$ cat src/design/rde_pkg.sv
// Shared constants, types and helper functions for the signed radix digit emitter.
// Used by rde_config, rde_ctrl, rde_datapath and the top level; depends on nothing.
`timescale 1ns / 1ps
`default_nettype none

package rde_pkg;

    localparam int VALUE_BITS = 32;
    localparam int MAX_RADIX  = 16;
    localparam int CHAR_W     = 8;
    localparam int RADIX_W    = 5;
    localparam int DIGIT_W    = 4;
    localparam int ALPHA_W    = MAX_RADIX * CHAR_W;
    localparam int HALF_W     = ALPHA_W / 2;
    localparam int DEPTH      = VALUE_BITS;
    localparam int ADDR_W     = $clog2(DEPTH);
    localparam int CNT_W      = ADDR_W + 1;
    localparam int CFG_IDX_W  = 2;
    localparam int CFG_DATA_W = HALF_W;

    localparam logic [CHAR_W-1:0] CHAR_MINUS = 8'h2D;
    localparam logic [CHAR_W-1:0] CHAR_PLUS  = 8'h2B;

    localparam logic [CFG_IDX_W-1:0] REG_RADIX      = 2'd0;
    localparam logic [CFG_IDX_W-1:0] REG_ALPHA_LOW  = 2'd1;
    localparam logic [CFG_IDX_W-1:0] REG_ALPHA_HIGH = 2'd2;

    typedef struct packed {
        logic load;
        logic mul;
        logic div_step;
        logic rd;
        logic emit_err;
        logic emit_sign;
        logic emit_digit;
    } cmd_t;

    typedef struct packed {
        logic neg;
        logic q_zero;
        logic nd_zero;
        logic out_free;
    } sts_t;

    // floor(2^32 / r); the quotient estimate it gives is at most one below the truth.
    function automatic logic [VALUE_BITS-1:0] recip(input logic [RADIX_W-1:0] r);
        logic [VALUE_BITS-1:0] m;
        begin
            case (r)
                5'd2:    m = 32'h8000_0000;
                5'd3:    m = 32'h5555_5555;
                5'd4:    m = 32'h4000_0000;
                5'd5:    m = 32'h3333_3333;
                5'd6:    m = 32'h2AAA_AAAA;
                5'd7:    m = 32'h2492_4924;
                5'd8:    m = 32'h2000_0000;
                5'd9:    m = 32'h1C71_C71C;
                5'd10:   m = 32'h1999_9999;
                5'd11:   m = 32'h1745_D174;
                5'd12:   m = 32'h1555_5555;
                5'd13:   m = 32'h13B1_3B13;
                5'd14:   m = 32'h1249_2492;
                5'd15:   m = 32'h1111_1111;
                5'd16:   m = 32'h1000_0000;
                default: m = '0;
            endcase
            return m;
        end
    endfunction

    function automatic logic [CHAR_W-1:0] digit_char(input logic [ALPHA_W-1:0] alpha,
                                                     input logic [DIGIT_W-1:0] d);
        return alpha[d*CHAR_W +: CHAR_W];
    endfunction

    function automatic logic alphabet_valid(input logic [RADIX_W-1:0] r,
                                            input logic [ALPHA_W-1:0] alpha);
        logic ok;
        logic [CHAR_W-1:0] ca;
        begin
            ok = (r >= RADIX_W'(2)) && (r <= RADIX_W'(MAX_RADIX));
            for (int a = 0; a < MAX_RADIX; a++) begin
                ca = alpha[a*CHAR_W +: CHAR_W];
                if (RADIX_W'(a) < r) begin
                    if ((ca == CHAR_PLUS) || (ca == CHAR_MINUS)) begin
                        ok = 1'b0;
                    end
                    for (int b = 0; b < a; b++) begin
                        if (alpha[b*CHAR_W +: CHAR_W] == ca) begin
                            ok = 1'b0;
                        end
                    end
                end
            end
            return ok;
        end
    endfunction

endpackage

`default_nettype wire

$ cat src/design/rde_config.sv
// Configuration registers (radix and alphabet) and the registered alphabet check.
// Depends on rde_pkg.
`timescale 1ns / 1ps
`default_nettype none

module rde_config (
    input  wire logic                              aclk,
    input  wire logic                              aresetn,
    input  wire logic                              cfg_wr_en,
    input  wire logic [rde_pkg::CFG_IDX_W-1:0]     cfg_wr_index,
    input  wire logic [rde_pkg::CFG_DATA_W-1:0]    cfg_wr_data,
    output logic      [rde_pkg::RADIX_W-1:0]       radix,
    output logic      [rde_pkg::ALPHA_W-1:0]       alphabet,
    output logic                                   alpha_ok
);

    logic [rde_pkg::RADIX_W-1:0] radix_reg;
    logic [rde_pkg::HALF_W-1:0]  alpha_low_reg;
    logic [rde_pkg::HALF_W-1:0]  alpha_high_reg;
    logic                        alpha_ok_reg;

    always_ff @(posedge aclk) begin
        if (!aresetn) begin
            radix_reg      <= '0;
            alpha_low_reg  <= '0;
            alpha_high_reg <= '0;
            alpha_ok_reg   <= 1'b0;
        end else begin
            if (cfg_wr_en) begin
                unique case (cfg_wr_index)
                    rde_pkg::REG_RADIX:      radix_reg <= cfg_wr_data[rde_pkg::RADIX_W-1:0];
                    rde_pkg::REG_ALPHA_LOW:  alpha_low_reg <= cfg_wr_data;
                    rde_pkg::REG_ALPHA_HIGH: alpha_high_reg <= cfg_wr_data;
                    default: ;
                endcase
            end
            alpha_ok_reg <= rde_pkg::alphabet_valid(radix_reg,
                                                    {alpha_high_reg, alpha_low_reg});
        end
    end

    assign radix    = radix_reg;
    assign alphabet = {alpha_high_reg, alpha_low_reg};
    assign alpha_ok = alpha_ok_reg;

endmodule

`default_nettype wire

$ cat src/design/rde_ctrl.sv
// Controller state machine: sequences load, digit division, and error, sign and digit emission.
// Depends on rde_pkg for the command and status structs.
`timescale 1ns / 1ps
`default_nettype none

module rde_ctrl (
    input  wire logic          aclk,
    input  wire logic          aresetn,
    input  wire logic          s_tvalid,
    output logic               s_tready,
    input  wire logic          alpha_ok,
    input  wire rde_pkg::sts_t sts,
    output rde_pkg::cmd_t      cmd
);

    localparam logic [2:0] ST_IDLE  = 3'd0;
    localparam logic [2:0] ST_CHECK = 3'd1;
    localparam logic [2:0] ST_MUL   = 3'd2;
    localparam logic [2:0] ST_DIV   = 3'd3;
    localparam logic [2:0] ST_ERR   = 3'd4;
    localparam logic [2:0] ST_SIGN  = 3'd5;
    localparam logic [2:0] ST_READ  = 3'd6;
    localparam logic [2:0] ST_POP   = 3'd7;

    logic [2:0] state_reg;
    logic [2:0] state_next;

    always_comb begin
        state_next = state_reg;
        cmd        = '0;
        s_tready   = 1'b0;
        unique case (state_reg)
            ST_IDLE: begin
                s_tready = 1'b1;
                if (s_tvalid) begin
                    cmd.load   = 1'b1;
                    state_next = ST_CHECK;
                end
            end
            ST_CHECK: begin
                state_next = alpha_ok ? ST_MUL : ST_ERR;
            end
            ST_MUL: begin
                cmd.mul    = 1'b1;
                state_next = ST_DIV;
            end
            ST_DIV: begin
                cmd.div_step = 1'b1;
                if (!sts.q_zero) begin
                    state_next = ST_MUL;
                end else if (sts.neg) begin
                    state_next = ST_SIGN;
                end else begin
                    state_next = ST_READ;
                end
            end
            ST_ERR: begin
                if (sts.out_free) begin
                    cmd.emit_err = 1'b1;
                    state_next   = ST_IDLE;
                end
            end
            ST_SIGN: begin
                if (sts.out_free) begin
                    cmd.emit_sign = 1'b1;
                    state_next    = ST_READ;
                end
            end
            ST_READ: begin
                cmd.rd     = 1'b1;
                state_next = ST_POP;
            end
            ST_POP: begin
                if (sts.out_free) begin
                    cmd.emit_digit = 1'b1;
                    if (sts.nd_zero) begin
                        state_next = ST_IDLE;
                    end else begin
                        cmd.rd = 1'b1;
                    end
                end
            end
            default: state_next = ST_IDLE;
        endcase
    end

    always_ff @(posedge aclk) begin
        if (!aresetn) begin
            state_reg <= ST_IDLE;
        end else begin
            state_reg <= state_next;
        end
    end

endmodule

`default_nettype wire

$ cat src/design/rde_datapath.sv
// Datapath: magnitude register, reciprocal divider step, digit stack and output register.
// Depends on rde_pkg; driven by rde_ctrl through the command struct.
`timescale 1ns / 1ps
`default_nettype none

module rde_datapath (
    input  wire logic                           aclk,
    input  wire logic                           aresetn,
    input  wire logic [rde_pkg::VALUE_BITS-1:0] value,
    input  wire logic [rde_pkg::RADIX_W-1:0]    radix,
    input  wire logic [rde_pkg::ALPHA_W-1:0]    alphabet,
    input  wire rde_pkg::cmd_t                  cmd,
    output rde_pkg::sts_t                       sts,
    output logic                                m_tvalid,
    input  wire logic                           m_tready,
    output logic      [rde_pkg::CHAR_W-1:0]     character,
    output logic                                last,
    output logic                                error
);

    localparam int VB = rde_pkg::VALUE_BITS;
    localparam int RW = rde_pkg::RADIX_W;

    logic [VB-1:0]                   mag_reg;
    logic                            neg_reg;
    logic [VB-1:0]                   recip_reg;
    logic [2*VB-1:0]                 prod_reg;
    logic [rde_pkg::CNT_W-1:0]       nd_reg;
    logic [rde_pkg::DIGIT_W-1:0]     stack_mem [0:rde_pkg::DEPTH-1];
    logic [rde_pkg::DIGIT_W-1:0]     rd_data_reg;
    logic                            m_tvalid_reg;
    logic [rde_pkg::CHAR_W-1:0]      char_reg;
    logic                            last_reg;
    logic                            error_reg;

    logic [VB-1:0]                   q0;
    logic [2*RW-1:0]                 qr_low;
    logic [RW-1:0]                   rem0;
    logic [RW-1:0]                   rem_adj;
    logic                            ge;
    logic [rde_pkg::DIGIT_W-1:0]     digit;
    logic [VB-1:0]                   q;
    logic [rde_pkg::CNT_W-1:0]       nd_dec;
    logic                            out_free;

    // The estimate is at most one short, so the remainder stays below twice the radix.
    assign q0      = prod_reg[2*VB-1:VB];
    assign qr_low  = {{RW{1'b0}}, q0[RW-1:0]} * {{RW{1'b0}}, radix};
    assign rem0    = mag_reg[RW-1:0] - qr_low[RW-1:0];
    assign rem_adj = rem0 - radix;
    assign ge      = (rem0 >= radix);
    assign digit   = ge ? rem_adj[rde_pkg::DIGIT_W-1:0] : rem0[rde_pkg::DIGIT_W-1:0];
    assign q       = q0 + {{(VB-1){1'b0}}, ge};
    assign nd_dec  = nd_reg - rde_pkg::CNT_W'(1);
    assign out_free = !m_tvalid_reg || m_tready;

    always_ff @(posedge aclk) begin
        if (cmd.load) begin
            neg_reg   <= value[VB-1];
            mag_reg   <= value[VB-1] ? (~value + VB'(1)) : value;
            recip_reg <= rde_pkg::recip(radix);
        end else if (cmd.div_step) begin
            mag_reg <= q;
        end
        if (cmd.mul) begin
            prod_reg <= {{VB{1'b0}}, mag_reg} * {{VB{1'b0}}, recip_reg};
        end
    end

    always_ff @(posedge aclk) begin
        if (cmd.div_step) begin
            stack_mem[nd_reg[rde_pkg::ADDR_W-1:0]] <= digit;
        end
        if (cmd.rd) begin
            rd_data_reg <= stack_mem[nd_dec[rde_pkg::ADDR_W-1:0]];
        end
    end

    always_ff @(posedge aclk) begin
        if (!aresetn) begin
            nd_reg <= '0;
        end else if (cmd.load) begin
            nd_reg <= '0;
        end else if (cmd.div_step) begin
            nd_reg <= nd_reg + rde_pkg::CNT_W'(1);
        end else if (cmd.rd) begin
            nd_reg <= nd_dec;
        end
    end

    always_ff @(posedge aclk) begin
        if (!aresetn) begin
            m_tvalid_reg <= 1'b0;
        end else if (cmd.emit_err || cmd.emit_sign || cmd.emit_digit) begin
            m_tvalid_reg <= 1'b1;
        end else if (m_tready) begin
            m_tvalid_reg <= 1'b0;
        end
    end

    always_ff @(posedge aclk) begin
        if (cmd.emit_err) begin
            char_reg  <= '0;
            last_reg  <= 1'b1;
            error_reg <= 1'b1;
        end else if (cmd.emit_sign) begin
            char_reg  <= rde_pkg::CHAR_MINUS;
            last_reg  <= 1'b0;
            error_reg <= 1'b0;
        end else if (cmd.emit_digit) begin
            char_reg  <= rde_pkg::digit_char(alphabet, rd_data_reg);
            last_reg  <= (nd_reg == '0);
            error_reg <= 1'b0;
        end
    end

    assign sts.neg      = neg_reg;
    assign sts.q_zero   = (q == '0);
    assign sts.nd_zero  = (nd_reg == '0);
    assign sts.out_free = out_free;

    assign m_tvalid  = m_tvalid_reg;
    assign character = char_reg;
    assign last      = last_reg;
    assign error     = error_reg;

endmodule

`default_nettype wire

$ cat src/design/signed_radix_digit_emitter_core.sv
// Top level of the signed radix digit emitter: joins configuration, controller and datapath.
// Depends on rde_pkg, rde_config, rde_ctrl and rde_datapath.
//
// Usage. Write the radix (index 0) and the alphabet bytes (indices 1 and 2) through the
// cfg_wr_* port while the block is idle. Each item on the s_ channel is a signed value;
// the m_ channel returns its text form one character per item, most significant digit
// first, preceded by a minus sign for negative values, with m_tlast on the final one.
// An invalid alphabet gives a single item with m_tuser set and m_tlast high.
// Throughput: one value at a time. The divider uses one 32 by 32 reciprocal multiply and
// one correction step per digit, in the MUL and DIV states; the digit stack is then read
// back at one digit per cycle while the receiver does not stall.
// Reset clears the registers to zero, which is an invalid alphabet, and empties the
// output register. When the receiver stalls, the held item stays on m_tdata and the
// block waits; a new value may be taken while the final character still waits.
`timescale 1ns / 1ps
`default_nettype none

module signed_radix_digit_emitter_core (
    input  wire logic                           aclk,
    input  wire logic                           aresetn,
    input  wire logic                           cfg_wr_en,
    input  wire logic [rde_pkg::CFG_IDX_W-1:0]  cfg_wr_index,
    input  wire logic [rde_pkg::CFG_DATA_W-1:0] cfg_wr_data,
    input  wire logic                           s_tvalid,
    output logic                                s_tready,
    input  wire logic [rde_pkg::VALUE_BITS-1:0] s_tdata,   // value
    output logic                                m_tvalid,
    input  wire logic                           m_tready,
    output logic      [rde_pkg::CHAR_W-1:0]     m_tdata,   // character
    output logic                                m_tlast,
    output logic                                m_tuser    // error
);

    logic [rde_pkg::RADIX_W-1:0] radix;
    logic [rde_pkg::ALPHA_W-1:0] alphabet;
    logic                        alpha_ok;
    rde_pkg::cmd_t               cmd;
    rde_pkg::sts_t               sts;

    rde_config u_config (
        .aclk         (aclk),
        .aresetn      (aresetn),
        .cfg_wr_en    (cfg_wr_en),
        .cfg_wr_index (cfg_wr_index),
        .cfg_wr_data  (cfg_wr_data),
        .radix        (radix),
        .alphabet     (alphabet),
        .alpha_ok     (alpha_ok)
    );

    rde_ctrl u_ctrl (
        .aclk     (aclk),
        .aresetn  (aresetn),
        .s_tvalid (s_tvalid),
        .s_tready (s_tready),
        .alpha_ok (alpha_ok),
        .sts      (sts),
        .cmd      (cmd)
    );

    rde_datapath u_datapath (
        .aclk      (aclk),
        .aresetn   (aresetn),
        .value     (s_tdata),
        .radix     (radix),
        .alphabet  (alphabet),
        .cmd       (cmd),
        .sts       (sts),
        .m_tvalid  (m_tvalid),
        .m_tready  (m_tready),
        .character (m_tdata),
        .last      (m_tlast),
        .error     (m_tuser)
    );

endmodule

`default_nettype wire

$ cat config.mk
export PLATFORM = sky130hd
export DESIGN_NAME = signed_radix_digit_emitter_core
export DESIGN_NICKNAME = d
export VERILOG_FILES = /design/src/design/rde_pkg.sv /design/src/design/rde_config.sv /design/src/design/rde_ctrl.sv /design/src/design/rde_datapath.sv /design/src/design/signed_radix_digit_emitter_core.sv
export SDC_FILE = /design/constraint.sdc
export NUM_CORES = 2
export LEC_CHECK = 0
export BUFFER_PORTS_ARGS = -buffer_cell sky130_fd_sc_hd__buf_2
export CORE_MARGIN = 2
export CORE_UTILIZATION = 40
export DETAILED_ROUTE_END_ITERATION = 12
export PLACE_DENSITY = 0.61
export SLEW_MARGIN = 20
export SYNTH_ARGS = -nofsm -noshare
export SYNTH_HDL_FRONTEND = slang
export SYNTH_HIERARCHICAL = 1
export SYNTH_SLANG_ARGS = --single-unit
export TNS_END_PERCENT = 30
$ cat constraint.sdc
create_clock -name aclk -period 7.2 [get_ports aclk]
set_clock_uncertainty 0.05 [all_clocks]
set_input_delay 0.72 -clock aclk [delete_from_list [all_inputs] [get_ports aclk]]
set_output_delay 0.72 -clock aclk [all_outputs]
set_load 0.02 [all_outputs]
==> impl_metrics.json <==
{
  "synthArstFlopShare": 0,
  "portBuffers": 114,
  "ant_nets": 0,
  "fin_nets": 8165,
  "grt_start_max_net_pins": 86,
  "violations": "setup timing",
  "clockRootBuffer": "clkbuf_16",
  "synth_area_per_cell_um2": 9.60,
  "whs_ns": 0.286,
  "grt_overflow_total": 0,
  "synth_edf_count": 219,
  "ys_warn_count": 6,
  "clockBufferDepth": 3,
  "slew_headroom": 0.225,
  "worstSetupStartpointType": "flop",
  "die_area_um2": 158000,
  "grt_use_total": 0.280,
  "ys_ff_latch": 373,
  "antenna_found_initial": 9,
  "initial_core_util": 0.402,
  "cpMostUsedCell": "fa_1",
  "cts_max_level": 2,
  "synth_cell_types": 92,
  "vias_per_cell": 5.49,
  "largest_reg_flops": 128,
  "core_um2": 154000,
  "ys_top_cells_by_area": "fa_1 29%, edfxtp_1 11%, xor2_1 7.8%, xnor2_1 7.7%, ha_1 5.8%",
  "die_x_um": 397,
  "grt_pass1_wl_mm": 329,
  "vias": 49200,
  "r2r_cells": 25,
  "netlist_area_um2": 61800,
  "hold_path.class": "in -> reg",
  "finalCriticalPeriod_ns": 7.77,
  "synth-seq-area-share": 0.156,
  "grt_pass1_vias": 50200,
  "routabilityCongestion": 1.02,
  "syn2layout_area_growth_pct": 14.3,
  "wl_per_cell_um": 24.8,
  "num_rows": 144,
  "clkTransAtPathRegs_ns": 0.07,
  "cts_buffers": 45,
  "cp-end-kind": "flop",
  "drt-initial-drc-count": 5583,
  "fin_crit_sh": 1.08,
  "layout_commonest_cell": "inv_1",
  "die_height_um": 397,
  "cts_hold_buf": 0,
  "crit_arrival_ns": 8.08,
  "dpl_cell_area_um2": 67700,
  "layout_common_cells": "910 x inv_1, 837 x fa_1, 697 x nand2_1",
  "ios": 115,
  "ys.flop_type": "edfxtp_1",
  "synth_top_area_frac": 0.290,
  "max_freq_mhz": 129,
  "drc_errors": 0,
  "cts_tree": "built",
  "synthCells": 6440,
  "firstDrtPassIters": 5,
  "drv_slew": 0,
  "syn-num-nets": 7726,
  "cap_violations": 0,
  "cpPeakStageDelay_ns": 0.56,
  "yosysTopAreaCell": "fa_1",
  "cp.required_ns": 7.51,
  "clock_latency_ns": 0.62,
  "layout_setup_ws_ns": -0.569,
  "cts_sinks": 373,
  "setup_violations": 32,
  "hold_viol": 0,
  "wl_mm": 222,
  "fin_setup_tns_ns": -8.78,
  "critPathSlowestCell": "fa_1",
  "place_hpwl_mm": 169,
  "pre_cts_slack_ns": -1.37,
  "rsz0062_at_grt": "yes",
  "cp_max_fo": 6,
  "finish.instance_area_um2": 70700,
  "outcome": "complete, but fails checks",
  "tightest_slew_ns": 1.15,
  "min_path_cells": 3,
  "drive_gt1_frac": 0.183,
  "setup.worst_path.class": "reg -> reg",
  "n_fill_cell": 14700
}
[worst paths after layout]
check | start | endpoint | slack [ns]
min reg2reg | u_datapath/error | u_datapath/error | 0.41
min | cfg_wr_data[60] | u_config/alpha_high_reg[60] | 0.29
max | u_datapath/recip_reg[16] | u_datapath/prod_reg[63] | -0.57
max reg2reg | u_datapath/recip_reg[16] | u_datapath/prod_reg[63] | -0.57
[Yosys cell counts (8+ instances only)]
cell,count
o21a_1,9
buf_1,12
nor3_1,18
edfxtp_1,219
nor2b_1,16
nand3_1,42
inv_1,926
buf_4,150
a31oi_1,11
a21boi_0,132
a21oi_1,136
xnor2_1,544
mux2i_1,20
or2_2,8
a21o_1,23
dfxtp_1,154
nand4_1,155
or3_1,17
o21bai_1,11
nand2b_1,8
nor2_1,143
o31ai_1,13
nor4_1,142
nand4b_1,10
nand2_1,711
xor2_1,553
mux2_2,10
fa_1,897
and4_1,8
and2_1,419
clkbuf_1,213
nor4b_1,8
mux4_2,80
o21ai_0,84
and3_1,14
buf_6,58
o211ai_1,9
ha_1,286
buf_8,17
o21ai_1,10
buf_2,34
a211oi_1,11
[area by class of cell]
class	instances	area, um2	area share
Antenna cell	3	7.51	0.000106
Clock buffer	57	1190	0.0169
Clock inverter	27	318	0.00450
Inverter	927	3480	0.0492
Multi-Input combinational cell	4649	46300	0.655
Sequential cell	373	9670	0.137
Tap cell	2044	2560	0.0362
Timing Repair Buffer	883	7140	0.101
[through the flow]
step	instances	util
2_1_floorplan	6440	-
3_3_place_gp	8823	0.440
3_5_place_dp	8823	0.440
4_1_cts	8953	0.457
5_1_grt	8960	0.459
6_report	8963	0.459
[critical path, delay by kind of cell (launching register included)]
family          cells  cell delay, ns
xor+xnor            1            0.12
flops               1            0.44
fa+ha+maj           9            4.36
buf+inv             6            0.84
simple gates        6            1.20
compound gates      3            0.47
[kinds of logic after synthesis]
logic type | share of synthesized area
and+or+nand+nor | 0.144
buffers and inverters | 0.108
DFF | 0.156
adders and majority gates | 0.348
xor gates and xnor gates | 0.156
AOI/OAI and AO/OA | 0.0528
muxes | 0.0342
[metal layers]
metal / vias to the layer above / wire length [um] / GRT usage
met3: 613 / 22800 / 0.0621
met4: 8 / 12300 / 0.129
met1: 24700 / 90700 / 0.384
met5: - / 53 / 0
met2: 2726 / 96600 / 0.420
li1: 21100 / - / -
[repair_timing]
item                                    in CTS  in global routing
pin swaps                                  109                 75
setup buffers                               43                  6
hold endpoints to repair                     0                  0
resized for setup                          157                 75
endpoints found under the setup margin      32                 35
gates cloned                                 4                  1
Power is left out: the tool's default activity adds up to more than one toggle a clock period on the data nets, which glitch-free logic cannot reach.
